<file path="src/lgt_ram.sv">
module lgt_ram #(
   parameter int WIDTH = 64,
   parameter int DEPTH = 64
) (
   input  logic                     clock,
   input  logic                     wr_en,
   input  logic [$clog2(DEPTH)-1:0] wr_addr,
   input  logic [WIDTH-1:0]         wr_data,
   input  logic [$clog2(DEPTH)-1:0] rd_addr,
   output logic [WIDTH-1:0]         rd_data
);

   logic [WIDTH-1:0] mem_ff [DEPTH];
   logic [WIDTH-1:0] rd_data_ff;

   always_ff @(posedge clock) begin
      if (wr_en) begin
         mem_ff[wr_addr] <= wr_data;
      end
      rd_data_ff <= mem_ff[rd_addr];
   end

   assign rd_data = rd_data_ff;

endmodule

</file>
<file path="config.mk">
export PLATFORM = sky130hd
export DESIGN_NAME = lgt_ram
export DESIGN_NICKNAME = d
export VERILOG_FILES = /design/src/lgt_ram.sv
export SDC_FILE = /design/constraint.sdc
export NUM_CORES = 2
export LEC_CHECK = 0
export BUFFER_PORTS_ARGS = -buffer_cell sky130_fd_sc_hd__buf_2
export CAP_MARGIN = 0
export CORE_ASPECT_RATIO = 0.75
export CORE_UTILIZATION = 30
export CTS_CLUSTER_SIZE = 20
export DETAILED_ROUTE_END_ITERATION = 10
export GPL_TIMING_DRIVEN = 0
export PLACE_DENSITY = 0.55
export SLEW_MARGIN = 15
export SYNTH_ARGS = -nofsm -noshare
export SYNTH_HDL_FRONTEND = slang
export SYNTH_SLANG_ARGS = --single-unit
</file>
<file path="constraint.sdc">
create_clock -name clock -period 8.2 [get_ports clock]
set_clock_uncertainty 0.1 [all_clocks]
set_input_delay 0.82 -clock clock [delete_from_list [all_inputs] [get_ports clock]]
set_output_delay 0.82 -clock clock [all_outputs]
set_load 0.02 [all_outputs]
</file>
### After elaboration in Yosys (flattened, before gate mapping)

Memory sizes are Yosys's and may differ from the RTL's. A register that Yosys moved wholly into a read port is not among the register bits.
Index checks and enable logic that the tools add are counted.

* bits in writable memories: 4096
* latch bits: 0
* flip-flop bits (word level): 0
* memories: 1
* output and inout bits: 64
* word-level logic and storage cells: 3
* input bits: 78
* memory bits (read-only): 0

Memories
* mem_ff: depth 64, width 64, read ports 1, clocked after Yosys merged registers in 1, write ports 1, RTL line 13 `logic [WIDTH-1:0] mem_ff [DEPTH];`

* bitwise operators: 0
* muxes and demuxes: 2
* order comparisons: 0
* $mul: 0
* add/subtract/negate cells: 0
* equality and inequality tests: 0
* div/mod/pow operators: 0
* reduce and logical (&&, ||, !) cells: 0
* shifts and indexed selects: 0

Operators with widths (count)
* 1-bit 2-to-1 mux: 2

### Longest topological paths before layout

* depth after elaboration: 2
* mapped depth: 9
* gate-level depth less buffers: 5

### Worst setup path before layout

OpenSTA, ideal clock, no wires.

* kind: input port to flip-flop
* from: in wr_addr[3]
* to: mem mem_ff[48][0], enable pin
* data arrival time: 5.692 ns
* stages on the path: 4
* library setup time: 0.564 ns
* path slack: 1.844 ns
* data required time: 7.536 ns
* path buffers: 1
* cells stage by stage: clkbuf_1 > nor2b_1 > nand4b_1 > nor3_1

RTL lines
* from (decl): RTL line 7 `input logic [$clog2(DEPTH)-1:0] wr_addr,`
* to (decl): RTL line 13

No word-level cell before the write port.

==> results.toml <==
[logic_synthesis]
synth_area_um2 = 156000
synthCells = 6598
syn_avg_cell_area_um2 = 23.7
synth-async-reset-ratio_pct = 0
synth_edf_count = 4096
ys_types = 33
synth-main-ff-cell = "edfxtp_1"
synthesis.nets = 6676
yosys_register_bits = 4160
yosysWarnings = 0
seq_area_frac_synth_pct = 79.5

[cells_and_area]
final_util_pct = 35.6
drive_above_1_share_pct = 30.3
fin_cells = 14700
area_growth_pct = 18.2
nNetsFinal = 7478
nFillCells = 46900

[floorplan]
row_count = 229
ioPinCount = 142
fp.dieH_um = 627
coreArea_um2 = 519000
die_x_um = 836
die_area_um2 = 524000
start_util_pct = 30.1

[outcome]
violations = "capacitance limit, slew limit"
outcome = "finished, violations left"

[setup_path]
crit_path_max_fanout = 10
r2r_cells = 5
r2r_slack_ns = 4.90
reg2reg_from = "mem_ff[62][39]$_DFFE_PP_"
end_kind = "register"
critPathKind = "in -> reg"
worst-endpoint-arrival_ns = 5.38
critPathRequiredTime_ns = 8.87
timing.rr.end = "rd_data[39]$_DFF_P_"
start_kind = "input pin"

[sta]
finalCriticalPeriod_ns = 4.71
max_freq_mhz = 212
finalCritPeriodShare_pct = 57.4
setup_viol = 0
relSlewSlack_pct = -3.51
rsz0062_at_grt = "no"
hold_violations = 0
maxSlewViolCount = 3
worst_slew_pin_slew_ns = 1.54

[clock_network]
clkSinkCount = 4160
tritoncts = "built"
cts.path.max_buffers = 4
numCtsBuffers = 406
postCtsHoldBufs = 0
clk_pin_slew_ns = 0.06
cts_resized = 0
cts_setup_buffers = 0
htreeDepth = 5
clock_latency_ns = 0.99
cts_root_buffer = "clkbuf_16"

[grt]
grt_pass1_wl_um = 626000
gr-total-overflow = 0
grt_pass1_vias = 76000
track_usage_pct = 17.0
grt_antenna_before_repair = 83
grt_max_degree = 65

[pwr]
power.density_nw_per_um2 = 241
peakVddDrop_mv = 0.176
power_leakage_nw = 56.8

[routing]
drtIter0Drc = 11300
drtPass1Iterations = 6
dr_total_vias = 76800
vias_per_cell = 5.22
wirelength_um = 458000
drcViolationCount = 0
antenna_left = 0
wl_per_cell_um = 31.2

[place]
placedCellCount = 13900
io_buffers = 133
place_congestion = 0.817
dp_hpwl_um = 316000

[hold_path]
min_path_cells = 2
hp-start = "wr_data[53]"
holdCritPathClass = "in -> reg"
hold_end = "mem_ff[29][53]$_DFFE_PP_"

[flow_run]
maxCapViolCount = 1
-- logic make-up after synthesis --
family | Yosys count | synth area share [%]
buf+inv | 389 | 1.18
mux | 1159 | 15.6
simple gates | 386 | 1.24
flops | 4160 | 79.5
compound gates | 504 | 2.48
-- stage by stage --
step	hold WS [ns]	area, um^2	total power (W)	setup TNS (ns)	setup WS (ns)
floorplan	0.688	156000	0.0252	0	1.84
global placement	0.878	166000	0.0264	-2498.84	-5.05
detailed placement	0.871	172000	0.0266	0	2.52
CTS	0.134	184000	0.0448	0	3.63
global route	0.179	185000	0.0457	0	3.58
finish	0.224	185000	0.0445	0	3.49
-- routing by layer --
metal	share of wire, %	track usage (%)	up-vias
met1	42	24.7	42000
met5	0.085	0	-
met3	10	3.95	649
met4	2.7	4.78	40
met2	45	25.6	3916
li1	-	-	30200
-- cell usage after synthesis (all sizes together) (29+ instances only) --
| library cell | number | area share [%] |
|---|---|---|
| nand2 | 58 | 0.14 |
| a22oi | 168 | 0.81 |
| or3 | 29 | 0.12 |
| clkbuf | 140 | 0.34 |
| o221ai | 38 | 0.21 |
| dfxtp | 64 | 0.82 |
| a211oi | 63 | 0.30 |
| nor2 | 112 | 0.27 |
| o22ai | 83 | 0.33 |
| mux4 | 1024 | 15 |
| and3 | 64 | 0.26 |
| a22o | 88 | 0.49 |
| buf | 230 | 0.80 |
| mux2i | 135 | 0.86 |
| edfxtp | 4096 | 79 |
| nand3 | 45 | 0.14 |
-- final cells by class --
| class | instances | area, um^2 | share of cell area, % |
|---|---|---|---|
| antenna | 49 | 123 | 0.0664 |
| timing repair buffer | 394 | 5990 | 3.24 |
| clock buffer | 488 | 10600 | 5.73 |
| sequential | 4160 | 124000 | 67.2 |
| tap | 6930 | 8670 | 4.69 |
| multi-input combinational | 2049 | 30900 | 16.7 |
| buffer | 370 | 1780 | 0.965 |
| inverter | 19 | 71.3 | 0.0386 |
| clock inverter | 249 | 2360 | 1.28 |
-- state kept, by name, indices dropped and copies added (netlist names) --
register and flops:
rd_data 64, mem_ff 4096
-- placed cells by master, fill, tap and decap left out, types with 35 or more instances in the layout --
cell | Yosys | routed
o22ai_1 | 83 | 77
edfxtp_1 | 4096 | 4096
clkinv_1 | 0 | 86
buf_2 | 170 | 251
buf_12 | 0 | 191
nor2_4 | 0 | 62
nor2_1 | 112 | 49
clkbuf_16 | 0 | 409
a211oi_1 | 63 | 50
mux4_2 | 1024 | 1024
o221ai_1 | 38 | 38
diode_2 | 0 | 49
clkinv_2 | 0 | 83
buf_4 | 34 | 108
a22oi_1 | 168 | 168
nand3_1 | 45 | 45
bufinv_16 | 0 | 35
nand2_1 | 58 | 58
dfxtp_1 | 64 | 64
clkbuf_1 | 140 | 207
a22o_1 | 88 | 88
buf_16 | 0 | 40
mux2i_1 | 135 | 135
and3_1 | 64 | 64
-- how the worst max path moves through the flow --
stage | cells after the start | start | slack [ns] | end
finish | 9 | rd_addr[2] | 3.49 | rd_data[40]$_DFF_P_
global route | 9 | rd_addr[2] | 3.58 | rd_data[6]$_DFF_P_
CTS | 9 | rd_addr[2] | 3.63 | rd_data[7]$_DFF_P_
detailed placement | 9 | rd_addr[2] | 2.52 | rd_data[7]$_DFF_P_
global placement | 4 | wr_addr[3] | -5.05 | mem_ff[49][19]$_DFFE_PP_
floorplan | 4 | wr_addr[3] | 1.84 | mem_ff[48][0]$_DFFE_PP_
-- report_power, final --
part           total [W]  switching, W  leakage (nW)  internal [W]
sequential        0.0236     0.0000431          37.4        0.0235
combinational    0.00251       0.00171          13.1      0.000797
clock             0.0185       0.00813          6.35        0.0103
-- critical path: stages --
cell and delay, ns:
buf_2 0.22, buf_4 0.40, buf_2 0.54, buf_2 0.61, buf_4 0.39, mux2i_1 0.13, o22ai_1 0.53, a41oi_2 0.31
a211oi_1 1.37
Note: power is estimated with default switching activity, not from simulation.
