### src/lgt_pkg.sv
package lgt_pkg;

   localparam int GRID_WIDTH  = 64;
   localparam int GRID_HEIGHT = 64;

   localparam int COL_AW = $clog2(GRID_WIDTH);
   localparam int ROW_AW = $clog2(GRID_HEIGHT);

   localparam logic [1:0] OP_WRITE   = 2'd0;
   localparam logic [1:0] OP_READ    = 2'd1;
   localparam logic [1:0] OP_ADVANCE = 2'd2;
   localparam logic [1:0] OP_NOP     = 2'd3;

   typedef logic [GRID_WIDTH-1:0] row_type;

   typedef struct packed {
      logic [1:0] operation;
      logic [5:0] col;
      logic [5:0] row;
      logic       alive_in;
   } req_type;

   typedef struct packed {
      logic       cell_alive;
      logic [1:0] done_operation;
   } rsp_type;

endpackage

### src/lgt_row_rule.sv
module lgt_row_rule
   import lgt_pkg::*;
(
   input  row_type up_row,
   input  row_type cur_row,
   input  row_type down_row,
   output row_type next_row
);

   // one lane per column, neighbors wrap around the row
   for (genvar c = 0; c < GRID_WIDTH; c++) begin : g_lane
      localparam int LEFT  = (c + GRID_WIDTH - 1) % GRID_WIDTH;
      localparam int RIGHT = (c + 1) % GRID_WIDTH;
      logic [3:0] count;

      always_comb begin
         count = 4'(up_row[LEFT]) + 4'(up_row[c]) + 4'(up_row[RIGHT])
               + 4'(cur_row[LEFT]) + 4'(cur_row[RIGHT])
               + 4'(down_row[LEFT]) + 4'(down_row[c]) + 4'(down_row[RIGHT]);
         next_row[c] = (count == 4'd3) || (cur_row[c] && (count == 4'd2));
      end
   end

endmodule

### config.mk
export PLATFORM = sky130hd
export DESIGN_NAME = lgt_row_rule
export DESIGN_NICKNAME = d
export VERILOG_FILES = /design/src/lgt_pkg.sv /design/src/lgt_row_rule.sv
export SDC_FILE = /design/constraint.sdc
export NUM_CORES = 1
export LEC_CHECK = 0
export ABC_CLOCK_PERIOD_IN_PS = 6300
export BUFFER_PORTS_ARGS = -buffer_cell sky130_fd_sc_hd__buf_2
export CORE_ASPECT_RATIO = 2
export CORE_UTILIZATION = 49
export DETAILED_ROUTE_END_ITERATION = 10
export GPL_TIMING_DRIVEN = 0
export PLACE_DENSITY = 0.71
export SYNTH_ARGS = -nofsm -noshare
export SYNTH_HDL_FRONTEND = slang
export SYNTH_SLANG_ARGS = --single-unit
### constraint.sdc
create_clock -name vclk -period 6.3
set_clock_uncertainty 0.2 [all_clocks]
set_input_delay 0.945 -clock vclk [all_inputs]
set_output_delay 0.945 -clock vclk [all_outputs]
set_load 0.05 [all_outputs]
; ---- Word level (Yosys, flattened, before mapping)
; Index checks and enable logic that the tools add are counted.
[totals]
register_bits = 0
latchBits = 0
mem_bits_rw = 0
mem_bits_ro = 0
inputBits = 192
out_inout_bits = 64
word_cells = 704
memories = 0
[classes]
n_addsub = 448
n_mul = 0
div = 0
magnitude_cmp = 0
n_eq_ne = 128
shifts = 0
n_mux = 0
bitwise = 0
n_reduce_logical = 128
[op_table]
columns = operator, n
row1 = $add 4x1->4, 256
row2 = $eq 4x2->1 const B, 128
row3 = $add 3x1->4, 64
row4 = $add 2x1->3, 64
row5 = $add 1x1->2, 64
row6 = $logic_and 1x1->1, 64
row7 = $logic_or 1x1->1, 64

; ---- Longest topological paths before layout
[depth]
depth_word = 10
depth_mapped = 9
mapped_depth_nobuf = 9

; ---- Least setup slack after synthesis
; OpenSTA, ideal clock, no wires.
[synth_path]
kind = input to output
start = input up_row[0]
end = output next_row[63]
arrival_ps = 4070
required_time_ps = 5155
slack_ps = 1085
cell_stages = 9
path_buffers = 0
cell_sequence = inv_1 > fa_1 > fa_1 > fa_1 > inv_1 > ha_1 > fa_1 > or2_1 > a21oi_1
[synth_between]
elab_chain_cells = 9
elab_cells_between_ends = 10
classes_between = add/sub: 6 / eq/ne: 2 / reduce/logical: 2
[synth_rtl]
columns = item, line
row1 = start: declaration, lgt_row_rule.sv:4  ; input row_type up_row,
row2 = $add 2x1->3 (*), lgt_row_rule.sv:17  ; count = 4'(up_row[LEFT]) + 4'(up_row[c]) + 4'(up_row[RIGHT])
row3 = $add 3x1->4 (*), lgt_row_rule.sv:18  ; + 4'(cur_row[LEFT]) + 4'(cur_row[RIGHT])
row4 = $add 4x1->4 (*), lgt_row_rule.sv:18
row5 = $add 4x1->4 (*) (3 in a row), lgt_row_rule.sv:19  ; + 4'(down_row[LEFT]) + 4'(down_row[c]) + 4'(down_row[RIGHT]);
row6 = $eq 4x2->1, lgt_row_rule.sv:20  ; next_row[c] = (count == 4'd3) || (cur_row[c] && (count == 4'd2));
row7 = $logic_and 1x1->1, lgt_row_rule.sv:20
row8 = $logic_or 1x1->1 (*), lgt_row_rule.sv:20
row9 = end: declaration, lgt_row_rule.sv:7  ; output row_type next_row
; Every way passes the cells marked *; elsewhere a longest branch is shown, timed or not.

; ---- Final worst setup path
[layout_path]
start = input up_row[0]
end = output next_row[1]
[layout_between]
elab_chain_cells = 10
elab_cells_between_ends = 11
classes_between = add/sub: 7 / eq/ne: 2 / reduce/logical: 2
[layout_rtl]
columns = item, line
row1 = $add 1x1->2 (*), lgt_row_rule.sv:17
row2 = $add 2x1->3 (*), lgt_row_rule.sv:17
row3 = $add 3x1->4 (*), lgt_row_rule.sv:18
row4 = $add 4x1->4 (*), lgt_row_rule.sv:18
row5 = $add 4x1->4 (*) (3 in a row), lgt_row_rule.sv:19
row6 = $eq 4x2->1, lgt_row_rule.sv:20
row7 = $logic_and 1x1->1, lgt_row_rule.sv:20
row8 = $logic_or 1x1->1 (*), lgt_row_rule.sv:20
; Marks and branches as above.

==> results.sh <==
export IMPL_first_pass_iters=4
export IMPL_worst_slack_ps=1180
export IMPL_maxSlewHeadroom_pct=80.7
export IMPL_rsz0062_at_grt="false"
export IMPL_grt_usage_pct=21.0
export IMPL_status="complete, no violations"
export IMPL_power_density_mw_per_mm2=202
export IMPL_drv_slew=0
export IMPL_grt_start_max_net_pins=4
export IMPL_hold_end="next_row[37]"
export IMPL_grt_pass1_wl_mm=38.9
export IMPL_final_layout_size_suffix_gt1_share_pct=17.4
export IMPL_hp_class="input port to primary output"
export IMPL_final_nets=2113
export IMPL_dieArea_sq_mm=0.0229
export IMPL_fin_util_pct=57.7
export IMPL_areaGrowthSynthToFinish_pct=15.0
export IMPL_antenna_left=0
export IMPL_place_hpwl_mm=22.3
export IMPL_cts_resized=0
export IMPL_critPathMaxFanout=3
export IMPL_fp_row_count=76
export IMPL_synth_cell_types=8
export IMPL_avgSynthCellArea_sq_um=8.96
export IMPL_ff_latch_area_sq_um=0
export IMPL_drt_wirelength_per_cell_um=13.0
export IMPL_gp_congestion=0.833
export IMPL_fin_crit_ps=5120
export IMPL_grt_pass1_vias=9654
export IMPL_die_w_um=107
export IMPL_path_cells="buf_2 > inv_1 > fa_1 > fa_1 > fa_1 > inv_1 > ha_1 > fa_1 > or2_1 > a21oi_1 > buf_2"
export IMPL_peakVddDrop_v=0.000179
export IMPL_holdPathStages=4
export IMPL_coreArea_sq_mm=0.0217
export IMPL_end_kind="primary output"
export IMPL_critical_path_required_ps=5150
export IMPL_fillers=2024
export IMPL_yosysTopAreaCell="fa_1"
export IMPL_setup_tns_ps=0
export IMPL_multiInputGateArea_sq_mm=0.00921
export IMPL_fmax_ghz=0.195
export IMPL_p_leak_nw=7.32
export IMPL_n_sequential_cell=0
export IMPL_worstPathArrival_ps=3970
export IMPL_syn_area_sq_mm=0.0109
export IMPL_synth_seq_area_share_pct=0
export IMPL_drc=0
export IMPL_hold_buffers=0
export IMPL_grt_overflow_total=0
export IMPL_startpoint_type="input port"
export IMPL_drt_wl_total_mm=22.7
export IMPL_yosys_warnings=0
export IMPL_slowest_delay_ps=570
export IMPL_cpMaxStageDelayCell="fa_1"
export IMPL_antenna_found_initial=7
export IMPL_cts_setup_buffers=0
export IMPL_worstSetupPathType="input port to primary output"
export IMPL_yosys_top_cells_area="fa_1 (47%), ha_1 (22%), inv_1 (15%)"
export IMPL_hp_start="cur_row[37]"
export IMPL_via_per_inst=4.88
export IMPL_io_pins=256
export IMPL_synth_nets=1855
export IMPL_start_util_pct=50.2
export IMPL_yosysTopAreaCellShare_pct=47.1
export IMPL_via_count=8528
export IMPL_syn_inst=1215
export IMPL_critPathTopFamily="adder cells"
export IMPL_setup_violations=0
export IMPL_critical_path_buf_inv_count=4
export IMPL_finalCritPeriodShare_pct=81.2
export IMPL_drt_iter0_drc=148
export IMPL_maxCapViolations=0
export IMPL_final_hold_violation_count=0
export IMPL_clkbuf_count=0
export IMPL_die_h_um=213
export IMPL_port_buffers=256
export IMPL_power_mw=2.53
export IMPL_crit_top_cell="fa_1"
export IMPL_dp_slack_ps=1120
export IMPL_tightest_slew_ps=292
## cells in the final DEF (no fill, tap or decap), drive strengths merged
| cell | instances |
|---|---|
| a21oi | 128 |
| buf | 256 |
| diode | 4 |
| fa | 256 |
| ha | 192 |
| inv | 447 |
| nand3 | 64 |
| o21ai | 64 |
| or2 | 64 |
## cells by family after synthesis
kind of cell / Yosys count / share of synthesized area [%]
AO/OA/AOI/OAI: 192 / 8.83
adder cells (fa/ha/maj): 448 / 69.1
buffers and inverters: 447 / 15.4
AND/OR/NAND/NOR: 128 / 6.62
## cell usage after synthesis
cell type and number:
inv_1 447, a21oi_1 128, ha_1 192, fa_1 256
nand3_1 64, or2_0 20, or2_1 44, o21ai_0 64
## area by class of cell
type / count / share of cell area (%)
diodes: 4 / 0.0800
multi-input cells: 768 / 73.6
repair buffers: 256 / 10.2
well taps: 273 / 2.73
inverters: 447 / 13.4
## power breakdown
part | total (mW) | switching (mW) | leakage, nW | internal, mW
Sequential | 0 | 0 | 0 | 0
Combinational | 2.53 | 1.63 | 7.31 | 0.899
Clock | 0.0000000851 | 0 | 0.0000254 | 0.0000000851
Total | 2.53 | 1.63 | 7.32 | 0.899
## per-stage QoR
stage	instance area [sq um]	hold slack, ps	std cells
2_1_floorplan	10900	2010	1215
3_3_place_gp	12500	2170	1744
3_5_place_dp	12500	2160	1744
4_1_cts	12500	2170	1744
5_1_grt	12500	2190	1747
6_report	12500	2170	1748
## routing by layer
layer | vias up | routed length [um] | global-route usage, %
met5 | - | 40 | 0
met4 | 6 | 449 | 4.30
met3 | 42 | 1550 | 4.21
met2 | 215 | 13600 | 46.3
met1 | 4096 | 7070 | 18.0
li1 | 4169 | - | -
## worst max path at each step
stage	startpoint	to	slack (ps)	depth (start not counted)
final	up_row[0]	next_row[1]	1180	11
after global routing	up_row[27]	next_row[28]	1030	11
after CTS	up_row[30]	next_row[31]	1120	11
after detailed placement	up_row[30]	next_row[31]	1120	11
after global placement	up_row[30]	next_row[31]	1160	11
after floorplan	up_row[0]	next_row[63]	1080	9
No activity file was read; power rests on OpenSTA's default activity.
